[config.mk]
export PLATFORM = sky130hd
export DESIGN_NAME = keypad_autorepeat_event_fifo_flat
export DESIGN_NICKNAME = d
export VERILOG_FILES = /design/src/hdl/kar_pkg.sv /design/src/hdl/kar_req_if.sv /design/src/hdl/kar_rsp_if.sv /design/src/hdl/kar_csr_if.sv /design/src/hdl/kar_poll_unit.sv /design/src/hdl/kar_snap_mem.sv /design/src/hdl/keypad_autorepeat_event_fifo.sv /design/src/flat_wrapper.sv
export SDC_FILE = /design/constraint.sdc
export NUM_CORES = 2
export LEC_CHECK = 0
export BUFFER_PORTS_ARGS = -buffer_cell sky130_fd_sc_hd__buf_2
export CAP_MARGIN = 30
export CORE_MARGIN = 4
export CORE_UTILIZATION = 30
export DETAILED_ROUTE_END_ITERATION = 10
export MAX_ROUTING_LAYER = met4
export PLACE_DENSITY = 0.52
export SLEW_MARGIN = 20
export SYNTH_ARGS = -nofsm -noshare
export SYNTH_HDL_FRONTEND = slang
export SYNTH_HIERARCHICAL = 1
export SYNTH_SLANG_ARGS = --single-unit
[constraint.sdc]
create_clock -name clock -period 9.55 [get_ports clock]
set_input_delay 1.4325 -clock clock [delete_from_list [all_inputs] [get_ports clock]]
set_output_delay 1.4325 -clock clock [all_outputs]
set_load 0.05 [all_outputs]
[src/hdl/kar_pkg.sv]
// ----------------------------------------------------------------------------
// kar_pkg
// Types and constants shared by the keypad autorepeat event FIFO.
// ----------------------------------------------------------------------------
package kar_pkg;

   localparam int KAR_FIFO_DEPTH = 16;
   localparam int PAD_W          = 16;
   localparam int HOLD_W         = 8;
   localparam int KIND_W         = 2;
   localparam int PHASE_W        = 2;
   localparam int COUNT_OUT_W    = 5;

   localparam logic [HOLD_W-1:0] HOLD_DELAY_RST = 8'h20;

   typedef enum logic [KIND_W-1:0] {
      KIND_POLL  = 2'd0,
      KIND_PUSH  = 2'd1,
      KIND_POP   = 2'd2,
      KIND_CLEAR = 2'd3
   } kind_type;

   typedef enum logic {
      ST_IDLE = 1'b0,
      ST_POP  = 1'b1
   } state_type;

   typedef struct packed {
      logic [PAD_W-1:0] held;
      logic [PAD_W-1:0] fresh;
      logic [PAD_W-1:0] rpt;
   } pad_words_type;

   // six current words: index 0 is pad one, index 1 is pad two
   typedef pad_words_type [1:0] snap_type;

   typedef struct packed {
      snap_type               words;
      logic [COUNT_OUT_W-1:0] queued;
      logic [COUNT_OUT_W-1:0] pop_answer;
      logic                   overflowed;
   } result_type;

   typedef struct packed {
      logic req_ready;
      logic pop_done;
   } fsm_out_type;

endpackage

[src/hdl/kar_req_if.sv]
// ----------------------------------------------------------------------------
// kar_req_if
// Request channel: one poll, push, pop or clear transaction.
// ----------------------------------------------------------------------------
interface kar_req_if import kar_pkg::*; ();

   logic               valid;
   logic               ready;
   logic [KIND_W-1:0]  kind;
   logic [PAD_W-1:0]   pad1_buttons;
   logic [PAD_W-1:0]   pad2_buttons;
   logic [PHASE_W-1:0] frame_phase;

   modport source (output valid, output kind, output pad1_buttons,
                   output pad2_buttons, output frame_phase, input ready);
   modport sink   (input valid, input kind, input pad1_buttons,
                   input pad2_buttons, input frame_phase, output ready);

endinterface

[src/hdl/kar_rsp_if.sv]
// ----------------------------------------------------------------------------
// kar_rsp_if
// Response channel: one result transaction per request.
// ----------------------------------------------------------------------------
interface kar_rsp_if import kar_pkg::*; ();

   logic                   valid;
   logic                   ready;
   logic [PAD_W-1:0]       held_one;
   logic [PAD_W-1:0]       held_two;
   logic [PAD_W-1:0]       fresh_one;
   logic [PAD_W-1:0]       fresh_two;
   logic [PAD_W-1:0]       repeat_one;
   logic [PAD_W-1:0]       repeat_two;
   logic [COUNT_OUT_W-1:0] queued;
   logic [COUNT_OUT_W-1:0] pop_answer;
   logic                   overflowed;

   modport source (output valid, output held_one, output held_two,
                   output fresh_one, output fresh_two, output repeat_one,
                   output repeat_two, output queued, output pop_answer,
                   output overflowed, input ready);
   modport sink   (input valid, input held_one, input held_two,
                   input fresh_one, input fresh_two, input repeat_one,
                   input repeat_two, input queued, input pop_answer,
                   input overflowed, output ready);

endinterface

[src/hdl/kar_csr_if.sv]
// ----------------------------------------------------------------------------
// kar_csr_if
// Register write channel for hold_delay.
// ----------------------------------------------------------------------------
interface kar_csr_if import kar_pkg::*; ();

   logic              valid;
   logic              ready;
   logic [HOLD_W-1:0] data;

   modport source (output valid, output data, input ready);
   modport sink   (input valid, input data, output ready);

endinterface

[src/hdl/kar_poll_unit.sv]
// ----------------------------------------------------------------------------
// kar_poll_unit
// Edge detect and typematic repeat for one pad.
// ----------------------------------------------------------------------------
module kar_poll_unit import kar_pkg::*; (
   input  logic [PAD_W-1:0]   held,
   input  logic [PAD_W-1:0]   prev,
   input  logic [HOLD_W-1:0]  hold_count,
   input  logic [HOLD_W-1:0]  hold_delay,
   input  logic [PHASE_W-1:0] frame_phase,
   output pad_words_type      words,
   output logic [HOLD_W-1:0]  hold_count_next
);

   logic [PAD_W-1:0]  fresh;
   logic [HOLD_W-1:0] cnt;

   always_comb begin
      fresh = held & ~prev;
      cnt   = (fresh != '0) ? '0 : hold_count;
      words.held  = held;
      words.fresh = fresh;
      if (cnt < hold_delay) begin
         hold_count_next = cnt + 1'b1;
         words.rpt       = fresh;
      end else begin
         hold_count_next = cnt;
         words.rpt       = (frame_phase == '0) ? held : fresh;
      end
   end

endmodule

[src/hdl/kar_snap_mem.sv]
// ----------------------------------------------------------------------------
// kar_snap_mem
// Snapshot store: one write port, one read port, registered read data.
// ----------------------------------------------------------------------------
module kar_snap_mem import kar_pkg::*; #(
   parameter int DEPTH  = KAR_FIFO_DEPTH,
   parameter int ADDR_W = $clog2(DEPTH)
) (
   input  logic              clock,
   input  logic              wr_en,
   input  logic [ADDR_W-1:0] wr_addr,
   input  snap_type          wr_data,
   input  logic              rd_en,
   input  logic [ADDR_W-1:0] rd_addr,
   output snap_type          rd_data
);

   snap_type snap_mem [DEPTH];
   snap_type rd_data_ff;

   always_ff @(posedge clock) begin
      if (wr_en) begin
         snap_mem[wr_addr] <= wr_data;
      end
   end

   always_ff @(posedge clock) begin
      if (rd_en) begin
         rd_data_ff <= snap_mem[rd_addr];
      end
   end

   assign rd_data = rd_data_ff;

endmodule

[src/hdl/keypad_autorepeat_event_fifo.sv]
// ----------------------------------------------------------------------------
// keypad_autorepeat_event_fifo
// Two-pad edge detector with typematic repeat and a snapshot FIFO.
// ----------------------------------------------------------------------------
// Results: poll, push, clear and pop-when-empty load the output register (or skid
//   stage) at the accept edge; a stored pop reads the memory, then loads in ST_POP.
// Throughput: 1 transaction per cycle with the skid stage free, none during ST_POP.
// Reset: synchronous, clears pointers, counters, words and flags, hold_delay = 32;
//   the snapshot memory is not cleared, the pointers guard it.
module keypad_autorepeat_event_fifo import kar_pkg::*; #(
   parameter int FIFO_DEPTH = KAR_FIFO_DEPTH
) (
   input logic       clock,
   input logic       reset,
   kar_req_if.sink   req_ch,
   kar_rsp_if.source rsp_ch,
   kar_csr_if.sink   csr_ch
);

   localparam int PTR_W = $clog2(FIFO_DEPTH);
   localparam int CNT_W = $clog2(FIFO_DEPTH + 1);

   localparam logic [PTR_W-1:0] PTR_LAST = PTR_W'(FIFO_DEPTH - 1);
   localparam logic [CNT_W-1:0] CNT_FULL = CNT_W'(FIFO_DEPTH);

   // control state
   state_type         state_ff, state_in;
   logic [HOLD_W-1:0] hold_delay_ff;
   logic [PTR_W-1:0]  wr_ptr_ff, wr_ptr_in;
   logic [PTR_W-1:0]  rd_ptr_ff, rd_ptr_in;
   logic [CNT_W-1:0]  count_ff, count_in;
   logic              full_ff, full_in;

   // per-pad poll state
   logic [1:0][PAD_W-1:0]  prev_ff, prev_in;
   logic [1:0][HOLD_W-1:0] hold_cnt_ff, hold_cnt_in;
   snap_type               cur_ff, cur_in;

   // output register and skid stage
   result_type rsp_ff, skid_ff, res_in;
   logic       rsp_valid_ff, skid_valid_ff;

   fsm_out_type fsm_out;
   kind_type    kind;
   logic        accept;
   logic        produce;
   logic        fifo_empty;
   logic        fifo_full;
   logic        mem_wr_en;
   logic        mem_rd_en;
   snap_type    mem_rd_data;
   snap_type    poll_words;
   logic [1:0][HOLD_W-1:0] poll_cnt;
   logic [CNT_W-1:0]       answer;
   logic [CNT_W+COUNT_OUT_W-1:0] queued_ext;
   logic [CNT_W+COUNT_OUT_W-1:0] answer_ext;

   assign kind       = kind_type'(req_ch.kind);
   assign accept     = req_ch.valid & fsm_out.req_ready;
   assign fifo_empty = (count_ff == '0);
   assign fifo_full  = (count_ff == CNT_FULL);

   // ---------------------------------------------------------------------
   // Poll units, one per pad
   // ---------------------------------------------------------------------
   kar_poll_unit u_poll_one (
      .held            (req_ch.pad1_buttons),
      .prev            (prev_ff[0]),
      .hold_count      (hold_cnt_ff[0]),
      .hold_delay      (hold_delay_ff),
      .frame_phase     (req_ch.frame_phase),
      .words           (poll_words[0]),
      .hold_count_next (poll_cnt[0])
   );

   kar_poll_unit u_poll_two (
      .held            (req_ch.pad2_buttons),
      .prev            (prev_ff[1]),
      .hold_count      (hold_cnt_ff[1]),
      .hold_delay      (hold_delay_ff),
      .frame_phase     (req_ch.frame_phase),
      .words           (poll_words[1]),
      .hold_count_next (poll_cnt[1])
   );

   // ---------------------------------------------------------------------
   // Snapshot memory. Push writes the current words at the accept edge;
   // pop reads at the accept edge and loads the words into cur_ff in the cycle after.
   // One request in flight at a time, so no read/write overlap on an entry.
   // ---------------------------------------------------------------------
   assign mem_wr_en = accept && (kind == KIND_PUSH) && !fifo_full;
   assign mem_rd_en = accept && (kind == KIND_POP) && !fifo_empty;

   kar_snap_mem #(
      .DEPTH  (FIFO_DEPTH),
      .ADDR_W (PTR_W)
   ) u_snap_mem (
      .clock   (clock),
      .wr_en   (mem_wr_en),
      .wr_addr (wr_ptr_ff),
      .wr_data (cur_ff),
      .rd_en   (mem_rd_en),
      .rd_addr (rd_ptr_ff),
      .rd_data (mem_rd_data)
   );

   // ---------------------------------------------------------------------
   // Sequencer: next state
   // ---------------------------------------------------------------------
   always_comb begin
      state_in = state_ff;
      unique case (state_ff)
         ST_IDLE: begin
            if (mem_rd_en) begin
               state_in = ST_POP;
            end
         end
         ST_POP: begin
            state_in = ST_IDLE;
         end
         default: begin
            state_in = ST_IDLE;
         end
      endcase
   end

   // Sequencer: outputs. New request only in ST_IDLE with the skid stage free,
   // so a result always has a place to land.
   always_comb begin
      fsm_out = '0;
      unique case (state_ff)
         ST_IDLE: begin
            fsm_out.req_ready = !skid_valid_ff;
         end
         ST_POP: begin
            fsm_out.pop_done = 1'b1;
         end
         default: begin
            fsm_out = '0;
         end
      endcase
   end

   // ---------------------------------------------------------------------
   // Datapath next values
   // ---------------------------------------------------------------------
   always_comb begin
      wr_ptr_in   = wr_ptr_ff;
      rd_ptr_in   = rd_ptr_ff;
      count_in    = count_ff;
      full_in     = full_ff;
      prev_in     = prev_ff;
      hold_cnt_in = hold_cnt_ff;
      cur_in      = cur_ff;
      answer      = '0;
      produce     = 1'b0;

      if (accept) begin
         unique case (kind)
            KIND_POLL: begin
               prev_in[0]  = req_ch.pad1_buttons;
               prev_in[1]  = req_ch.pad2_buttons;
               hold_cnt_in = poll_cnt;
               cur_in      = poll_words;
               produce     = 1'b1;
            end
            KIND_PUSH: begin
               if (!fifo_full) begin
                  wr_ptr_in = (wr_ptr_ff == PTR_LAST) ? '0 : wr_ptr_ff + 1'b1;
                  count_in  = count_ff + 1'b1;
               end else begin
                  full_in = 1'b1;
               end
               produce = 1'b1;
            end
            KIND_POP: begin
               // stored snapshot: result comes from the memory next cycle
               if (!fifo_empty) begin
                  rd_ptr_in = (rd_ptr_ff == PTR_LAST) ? '0 : rd_ptr_ff + 1'b1;
               end else begin
                  produce = 1'b1;
               end
            end
            KIND_CLEAR: begin
               wr_ptr_in = '0;
               rd_ptr_in = '0;
               count_in  = '0;
               full_in   = 1'b0;
               cur_in    = '0;
               produce   = 1'b1;
            end
            default: begin
               produce = 1'b0;
            end
         endcase
      end

      if (fsm_out.pop_done) begin
         cur_in   = mem_rd_data;
         answer   = count_ff;
         count_in = count_ff - 1'b1;
         produce  = 1'b1;
      end
   end

   // result fields carry only the low bits of the counts
   assign queued_ext = {{COUNT_OUT_W{1'b0}}, count_in};
   assign answer_ext = {{COUNT_OUT_W{1'b0}}, answer};

   always_comb begin
      res_in.words      = cur_in;
      res_in.queued     = queued_ext[COUNT_OUT_W-1:0];
      res_in.pop_answer = answer_ext[COUNT_OUT_W-1:0];
      res_in.overflowed = full_in;
   end

   // ---------------------------------------------------------------------
   // State registers
   // ---------------------------------------------------------------------
   always_ff @(posedge clock) begin
      if (reset) begin
         state_ff      <= ST_IDLE;
         hold_delay_ff <= HOLD_DELAY_RST;
         wr_ptr_ff     <= '0;
         rd_ptr_ff     <= '0;
         count_ff      <= '0;
         full_ff       <= 1'b0;
         prev_ff       <= '0;
         hold_cnt_ff   <= '0;
         cur_ff        <= '0;
      end else begin
         state_ff    <= state_in;
         wr_ptr_ff   <= wr_ptr_in;
         rd_ptr_ff   <= rd_ptr_in;
         count_ff    <= count_in;
         full_ff     <= full_in;
         prev_ff     <= prev_in;
         hold_cnt_ff <= hold_cnt_in;
         cur_ff      <= cur_in;
         if (csr_ch.valid) begin
            hold_delay_ff <= csr_ch.data;
         end
      end
   end

   // ---------------------------------------------------------------------
   // Output register plus skid stage: a result lands in the skid stage only
   // when the output register is stalled.
   // ---------------------------------------------------------------------
   always_ff @(posedge clock) begin
      if (reset) begin
         rsp_valid_ff  <= 1'b0;
         skid_valid_ff <= 1'b0;
      end else begin
         if (produce) begin
            if (rsp_valid_ff && !rsp_ch.ready) begin
               skid_valid_ff <= 1'b1;
            end else begin
               rsp_valid_ff <= 1'b1;
            end
         end else if (rsp_valid_ff && rsp_ch.ready) begin
            rsp_valid_ff  <= skid_valid_ff;
            skid_valid_ff <= 1'b0;
         end
      end
   end

   always_ff @(posedge clock) begin
      if (produce) begin
         if (rsp_valid_ff && !rsp_ch.ready) begin
            skid_ff <= res_in;
         end else begin
            rsp_ff <= res_in;
         end
      end else if (rsp_valid_ff && rsp_ch.ready) begin
         rsp_ff <= skid_ff;
      end
   end

   // ---------------------------------------------------------------------
   // Ports
   // ---------------------------------------------------------------------
   assign req_ch.ready      = fsm_out.req_ready;
   assign csr_ch.ready      = 1'b1;

   assign rsp_ch.valid      = rsp_valid_ff;
   assign rsp_ch.held_one   = rsp_ff.words[0].held;
   assign rsp_ch.held_two   = rsp_ff.words[1].held;
   assign rsp_ch.fresh_one  = rsp_ff.words[0].fresh;
   assign rsp_ch.fresh_two  = rsp_ff.words[1].fresh;
   assign rsp_ch.repeat_one = rsp_ff.words[0].rpt;
   assign rsp_ch.repeat_two = rsp_ff.words[1].rpt;
   assign rsp_ch.queued     = rsp_ff.queued;
   assign rsp_ch.pop_answer = rsp_ff.pop_answer;
   assign rsp_ch.overflowed = rsp_ff.overflowed;

endmodule

[src/flat_wrapper.sv]
// flat-port wrapper written by rule: the top's interface ports become plain ports
module keypad_autorepeat_event_fifo_flat import kar_pkg::*;
#(
   parameter int FIFO_DEPTH = KAR_FIFO_DEPTH
)
  (clock, reset, req_ch_valid, req_ch_kind, req_ch_pad1_buttons, req_ch_pad2_buttons, req_ch_frame_phase, req_ch_ready, rsp_ch_valid, rsp_ch_held_one, rsp_ch_held_two, rsp_ch_fresh_one, rsp_ch_fresh_two, rsp_ch_repeat_one, rsp_ch_repeat_two, rsp_ch_queued, rsp_ch_pop_answer, rsp_ch_overflowed, rsp_ch_ready, csr_ch_valid, csr_ch_data, csr_ch_ready);
  kar_req_if req_ch_i ();
  kar_rsp_if rsp_ch_i ();
  kar_csr_if csr_ch_i ();
  input logic clock;
  input logic reset;
  input wire logic [$bits(req_ch_i.valid)-1:0] req_ch_valid;
  input wire logic [$bits(req_ch_i.kind)-1:0] req_ch_kind;
  input wire logic [$bits(req_ch_i.pad1_buttons)-1:0] req_ch_pad1_buttons;
  input wire logic [$bits(req_ch_i.pad2_buttons)-1:0] req_ch_pad2_buttons;
  input wire logic [$bits(req_ch_i.frame_phase)-1:0] req_ch_frame_phase;
  output wire logic [$bits(req_ch_i.ready)-1:0] req_ch_ready;
  output wire logic [$bits(rsp_ch_i.valid)-1:0] rsp_ch_valid;
  output wire logic [$bits(rsp_ch_i.held_one)-1:0] rsp_ch_held_one;
  output wire logic [$bits(rsp_ch_i.held_two)-1:0] rsp_ch_held_two;
  output wire logic [$bits(rsp_ch_i.fresh_one)-1:0] rsp_ch_fresh_one;
  output wire logic [$bits(rsp_ch_i.fresh_two)-1:0] rsp_ch_fresh_two;
  output wire logic [$bits(rsp_ch_i.repeat_one)-1:0] rsp_ch_repeat_one;
  output wire logic [$bits(rsp_ch_i.repeat_two)-1:0] rsp_ch_repeat_two;
  output wire logic [$bits(rsp_ch_i.queued)-1:0] rsp_ch_queued;
  output wire logic [$bits(rsp_ch_i.pop_answer)-1:0] rsp_ch_pop_answer;
  output wire logic [$bits(rsp_ch_i.overflowed)-1:0] rsp_ch_overflowed;
  input wire logic [$bits(rsp_ch_i.ready)-1:0] rsp_ch_ready;
  input wire logic [$bits(csr_ch_i.valid)-1:0] csr_ch_valid;
  input wire logic [$bits(csr_ch_i.data)-1:0] csr_ch_data;
  output wire logic [$bits(csr_ch_i.ready)-1:0] csr_ch_ready;
  assign req_ch_i.valid = req_ch_valid;
  assign req_ch_i.kind = req_ch_kind;
  assign req_ch_i.pad1_buttons = req_ch_pad1_buttons;
  assign req_ch_i.pad2_buttons = req_ch_pad2_buttons;
  assign req_ch_i.frame_phase = req_ch_frame_phase;
  assign req_ch_ready = req_ch_i.ready;
  assign rsp_ch_valid = rsp_ch_i.valid;
  assign rsp_ch_held_one = rsp_ch_i.held_one;
  assign rsp_ch_held_two = rsp_ch_i.held_two;
  assign rsp_ch_fresh_one = rsp_ch_i.fresh_one;
  assign rsp_ch_fresh_two = rsp_ch_i.fresh_two;
  assign rsp_ch_repeat_one = rsp_ch_i.repeat_one;
  assign rsp_ch_repeat_two = rsp_ch_i.repeat_two;
  assign rsp_ch_queued = rsp_ch_i.queued;
  assign rsp_ch_pop_answer = rsp_ch_i.pop_answer;
  assign rsp_ch_overflowed = rsp_ch_i.overflowed;
  assign rsp_ch_i.ready = rsp_ch_ready;
  assign csr_ch_i.valid = csr_ch_valid;
  assign csr_ch_i.data = csr_ch_data;
  assign csr_ch_ready = csr_ch_i.ready;
  keypad_autorepeat_event_fifo #(.FIFO_DEPTH(FIFO_DEPTH)) u_core (.clock(clock), .reset(reset), .req_ch(req_ch_i), .rsp_ch(rsp_ch_i), .csr_ch(csr_ch_i));
endmodule
---- Word level (Yosys, flattened, before mapping) ----
Memory sizes are Yosys's and may differ from the RTL's. A register that Yosys moved wholly into a read port is not among the register bits.
Index checks and enable logic that the tools add are counted.
operators by class
  $add $sub $neg .......................... 6
  order comparisons ....................... 2
  equal/unequal tests ..................... 10
  multiplexer cells ....................... 44
  bitwise operators ....................... 6
  reductions and logical operators ........ 25
operators by type and width
  operator             count
  $mux 107             3
  $mux 96              2
  $pmux 96 s2          1
  $mux 16              4
  $and 16x16->16       2
  $mux 8               4
  $not 16->16          2
  $reduce_bool 16->1   2
  $mux 5               4
  $add 8x1->8 const B  2
  $lt 8x8->1           2
  $mux 1               16
  $mux 4               4
  $pmux 4 s2           2
  $pmux 5 s2           1
  $add 4x1->4 const B  2
  $eq 4x4->1 const B   2
  $ne 2x2->1 const B   4
  $reduce_and 2->1     4
  $logic_and 1x1->1    6
  $pmux 1 s2           3
  $reduce_and 3->1     2
  $reduce_bool 2->1    3
  $add 5x1->5 const B  1
  other kinds (10)     15
word-level totals
  flip-flop bits (word level) ............. 383
  RAM bits ................................ 1536
  bits of input ports ..................... 49
  output and inout port bits .............. 110
  logic and storage cells ................. 130
  memories kept ........................... 1
memory list
  memory                      words  bits a word  rd ports  clocked after Yosys merged registers in  wr ports  line                RTL
  u_core.u_snap_mem.snap_mem  16     96           1         1                                        1         kar_snap_mem.sv:18  snap_type snap_mem [DEPTH];

---- Logic depth before layout (Yosys ltp) ----
  word-level depth ........................ 11
  mapped depth ............................ 15
  gate-level depth less buffers ........... 13

---- Modules after synthesis ----
The synthesis kept the hierarchy.
modules (own cells, without submodules)
  module                              times used  cells an instance  area an instance (um^2)  seq. area each (um^2)
  kar_snap_mem                        1           2460               60316.6                  49007.0
  keypad_autorepeat_event_fifo        1           1366               15442.3                  9809.4
  kar_poll_unit at u_core.u_poll_one  1           158                1001.0                   0.0
  kar_poll_unit at u_core.u_poll_two  1           156                999.7                    0.0

---- Worst setup path after synthesis ----
No wires, ideal clock.
  kind .................................... input to register
  start point ............................. input req_ch_kind[1]
  end point ............................... memory u_core/u_snap_mem/snap_mem[0][0] (netlist name) (enable)
  setup time .............................. 668 ps
  data arrival time ....................... 9182 ps
  data required time ...................... 8882 ps
  path slack .............................. -301 ps
  cell stages on the path ................. 6
  buffers on the path ..................... 0
  path through ............................ inv_1 > ha_1 > nand4bb_1 > nor2_1 > or3b_2 > nor3_1
on the way
  longest elaborated chain between the ends .. 5
RTL lines
  what                            line                                RTL
  start: declaration              flat_wrapper.sv:13                  input wire logic [$bits(req_ch_i.kind)-1:0] req_ch_kind;
  $eq 2x1->1                      keypad_autorepeat_event_fifo.sv:91  assign mem_wr_en = accept && (kind == KIND_PUSH) && !fifo_full;
  $logic_and 1x1->1 (2 in a row)  keypad_autorepeat_event_fifo.sv:91
  via u_core.mem_wr_en            keypad_autorepeat_event_fifo.sv:49  logic mem_wr_en;
  $mux 1                          kar_snap_mem.sv:22                  if (wr_en) begin
  $mux 1 (not written as such)    kar_snap_mem.sv:23                  snap_mem[wr_addr] <= wr_data;
  end: declaration                kar_snap_mem.sv:18
The timed path passes the listed nets, and every way through them passes these cells.

---- Worst setup path in the final report ----
  start point ............................. input req_ch_kind[1]
  end point ............................... memory u_core/u_snap_mem/snap_mem[11][71] (netlist name) (enable)
The elaborated chain is that of the path after synthesis.

==> impl_metrics.toml <==
[clock_network]
clock-root-buffer = "clkbuf_16"
postCtsSetupBuffers = 0
cts_sinks = 2015
clockBufferDepth = 3
ctsHoldBuffers = 0
cts_tree = "yes"
cts_buffers = 200
cts.htree.levels = 4
clk_latency_ns = 0.85
cts-resized-gates = 0
cts.clk_slew.worst_paths_ns = 0.06

[sta]
max_freq_ghz = 0.221
post-route-min-period_ns = 4.52
report.final.hold_viol_count = 0
drv_slew = 0
slew_headroom_pct = 31.7
tns_ns = 0
final-setup-viol-count = 0
max_slew.worst_pin.slew_ns = 1.02
hold_ws_ns = 0.449
skew_ns = 0.0402
rsz0062_at_grt = "false"
period_share_pct = 47.3
layout_setup_ws_ns = 5.03

[power]
p_total_mw = 18.8
ir_worst_vdd_v = 0.000176
power-per-cell-area_nw_per_um2 = 211
leakagePower_nw = 29.1

[yosys]
ys_types = 77
synth_xor_area_share_pct = 0.0451
synth_top_family_by_area = "multiplexers"
async_flop_share_pct = 0
synthSimpleGateAreaFrac_pct = 4.43
synth_area_um2 = 77800
avgSynthCellArea_um2 = 18.8
synthFlopType = "edfxtp_1"
synth_nets = 4213
synth_compound_area_share_pct = 5.45
synthCells = 4140
synth_seq_area_share_pct = 75.6
synthAdderAreaFrac_pct = 0.386
yosys_warnings = 6
synth-edff-count = 1846
muxShareOfSynthArea_pct = 11.4
yosys_register_bits = 2015

[worst_hold_path]
worstHoldPathType = "flip-flop to flip-flop"
holdPathEnd = "u_core/prev_ff[22]"
hold_depth = 2
hold_start = "u_core/prev_ff[22]"

[critical_path]
path_class = "primary input to flip-flop"
cpMostUsedCell = "buf_4"
critPathCaptureType = "flip-flop"
reg2regPathDepth = 9
path_buf_inv = 4
slowest_delay_ns = 0.81
required_ns = 9.98
critical_path.max_fanout = 37
cp-start-kind = "primary input"
rrSetupSlack_ns = 5.44
r2r_start = "u_core/count_ff[0]"
cp.arrival_ns = 4.96
slowest_stage = "buf_4"
worst_r2r_endpoint = "u_core/u_snap_mem/snap_mem[11][71]"
cp_cell_sequence = "buf_2 > inv_1 > ha_1 > nand4bb_1 > nor2_1 > nand3b_1 > nor2_4 > buf_4 > buf_4"
crit_family = "buffers and inverters"

[drt]
drt_iter0_markers = 3703
drc = 0
drtPass1Iterations = 5
viasPerCell = 5.10
wire_per_inst_um = 27.3
antenna_left = 0
wl_mm = 216
vias = 40400

[layout]
nets = 4415
fillers = 24200
layout-drive-gt1-share_pct = 24.4
fin_cells = 7911
area_growth_pct = 14.9

[placement]
dp_slack_ns = 3.79
gp_congestion = 0.772
dp_cells = 7518
portBuffers = 157
place_hpwl_mm = 120

[run_status]
status = "finished, final reports clean"

[global_routing]
first_global_vias = 40100
grt_max_degree = 116
grt_pass1_wl_mm = 305
grt_usage_pct = 16.3
antenna_found_initial = 16
globalRouteOverflowTotal = 0

[die]
rows = 186
io_pins = 159
chipHeight_um = 517
design.core.area_um2 = 257000
fp.dieArea_um2 = 267000
die_w_um = 517
start_util_pct = 30.2

[flow_run]
drv_cap = 0
-- tightest hold or removal path, stage by stage (launching register included) --
cell,delay [ns]
dfxtp_1,0.30
nand2_1,0.05
a21oi_1,0.05
-- cell usage in the layout, fill, tap and decap left out, types with 78 or more instances in the layout --
cell type | synthesis | final
buf_2 | 39 | 156
edfxtp_1 | 1846 | 1846
mux4_2 | 384 | 384
inv_1 | 159 | 159
a21oi_1 | 91 | 90
a22oi_1 | 192 | 192
nand2_1 | 239 | 239
nor2_1 | 240 | 222
dfxtp_1 | 169 | 166
and2_1 | 117 | 114
clkbuf_16 | 0 | 201
a21oi_2 | 78 | 78
buf_4 | 65 | 82
-- where the power goes --
part           leakage, nW  internal [mW]  switching (mW)
logic                 7.33          0.253           0.761
clock network         3.22           4.44            3.44
registers             18.5           9.76           0.160
total                 29.1           14.5            4.36
-- state kept, by name (all words and copies together) (netlist names), 8 cells and up --
register	flops
u_core/rsp_ch.fresh_one	16
u_core/hold_cnt_ff	16
u_core/skid_ff	107
u_core/u_snap_mem/snap_mem	1536
u_core/cur_ff	96
u_core/rsp_ch.repeat_one	16
u_core/rsp_ch.repeat_two	16
u_core/u_snap_mem/rd_data	96
u_core/rsp_ch.held_one	16
u_core/rsp_ch.held_two	16
u_core/hold_delay_ff	8
u_core/prev_ff	32
u_core/rsp_ch.fresh_two	16
-- cell usage after synthesis (all sizes together) (5+ instances only) --
cell | instances | area [um2]
edfxtp | 1846 | 55400
nor2b | 14 | 87.6
dfxtp | 169 | 3380
and2 | 118 | 739
mux4 | 384 | 8650
nand2b | 40 | 258
a221oi | 99 | 1030
nand4 | 15 | 106
mux2 | 7 | 78.8
a211oi | 5 | 37.5
clkbuf | 99 | 372
nor2 | 240 | 901
a22oi | 193 | 1460
nor3 | 15 | 80.1
a21oi | 170 | 1150
nand3 | 14 | 80.1
ha | 24 | 300
a21o | 13 | 97.6
mux2i | 10 | 100
nand2 | 239 | 897
inv | 159 | 597
buf | 162 | 1130
o21ai | 39 | 203
-- routing by layer --
metal / part of all wire [%] / global-route usage, %
met5: 0 / -
met2: 47 / 25.4
met1: 45 / 22.9
met3: 6.2 / 2.47
met4: 2.0 / 3.42
-- cell type report --
class	count	area (um2)	area share [%]
clock buffer	267	5440	6.09
timing repair buffer	261	1910	2.14
antenna	8	20.0	0.0224
sequential	2015	58800	65.9
inverter	159	597	0.668
tap	3384	4230	4.74
clock inverter	112	1200	1.34
multi-input combinational	1705	17100	19.1
-- cell families after synthesis --
group,Yosys count
AOI/OAI and AO/OA,548
xor gates and xnor gates,4
adders and majority gates,24
buffers and inverters,420
DFF,2015
muxes,401
other,1
and+or+nand+nor,727
-- metrics by stage --
stage | cell area (um2) | utilization, %
floorplan | 77800 | -
global route | 89300 | 34.7
CTS | 89200 | 34.6
global placement | 82300 | 32.0
finish | 89300 | 34.7
detailed placement | 82500 | 32.1
-- worst max-delay path by stage --
stage,start,end,slack (ns),depth (start not counted)
final,req_ch_kind[1],u_core/u_snap_mem/snap_mem[11][71],5.03,9
after global routing,req_ch_pad1_buttons[11],u_core/rsp_ch.repeat_one[4],4.78,14
after CTS,req_ch_pad1_buttons[11],u_core/rsp_ch.repeat_one[15],4.69,14
after detailed placement,req_ch_pad1_buttons[11],u_core/rsp_ch.repeat_one[4],3.79,13
after global placement,req_ch_pad1_buttons[11],u_core/rsp_ch.repeat_one[15],3.92,14
after floorplan,req_ch_kind[1],u_core/u_snap_mem/snap_mem[4][0],0.02,6
(Power assumes the default switching activity.)
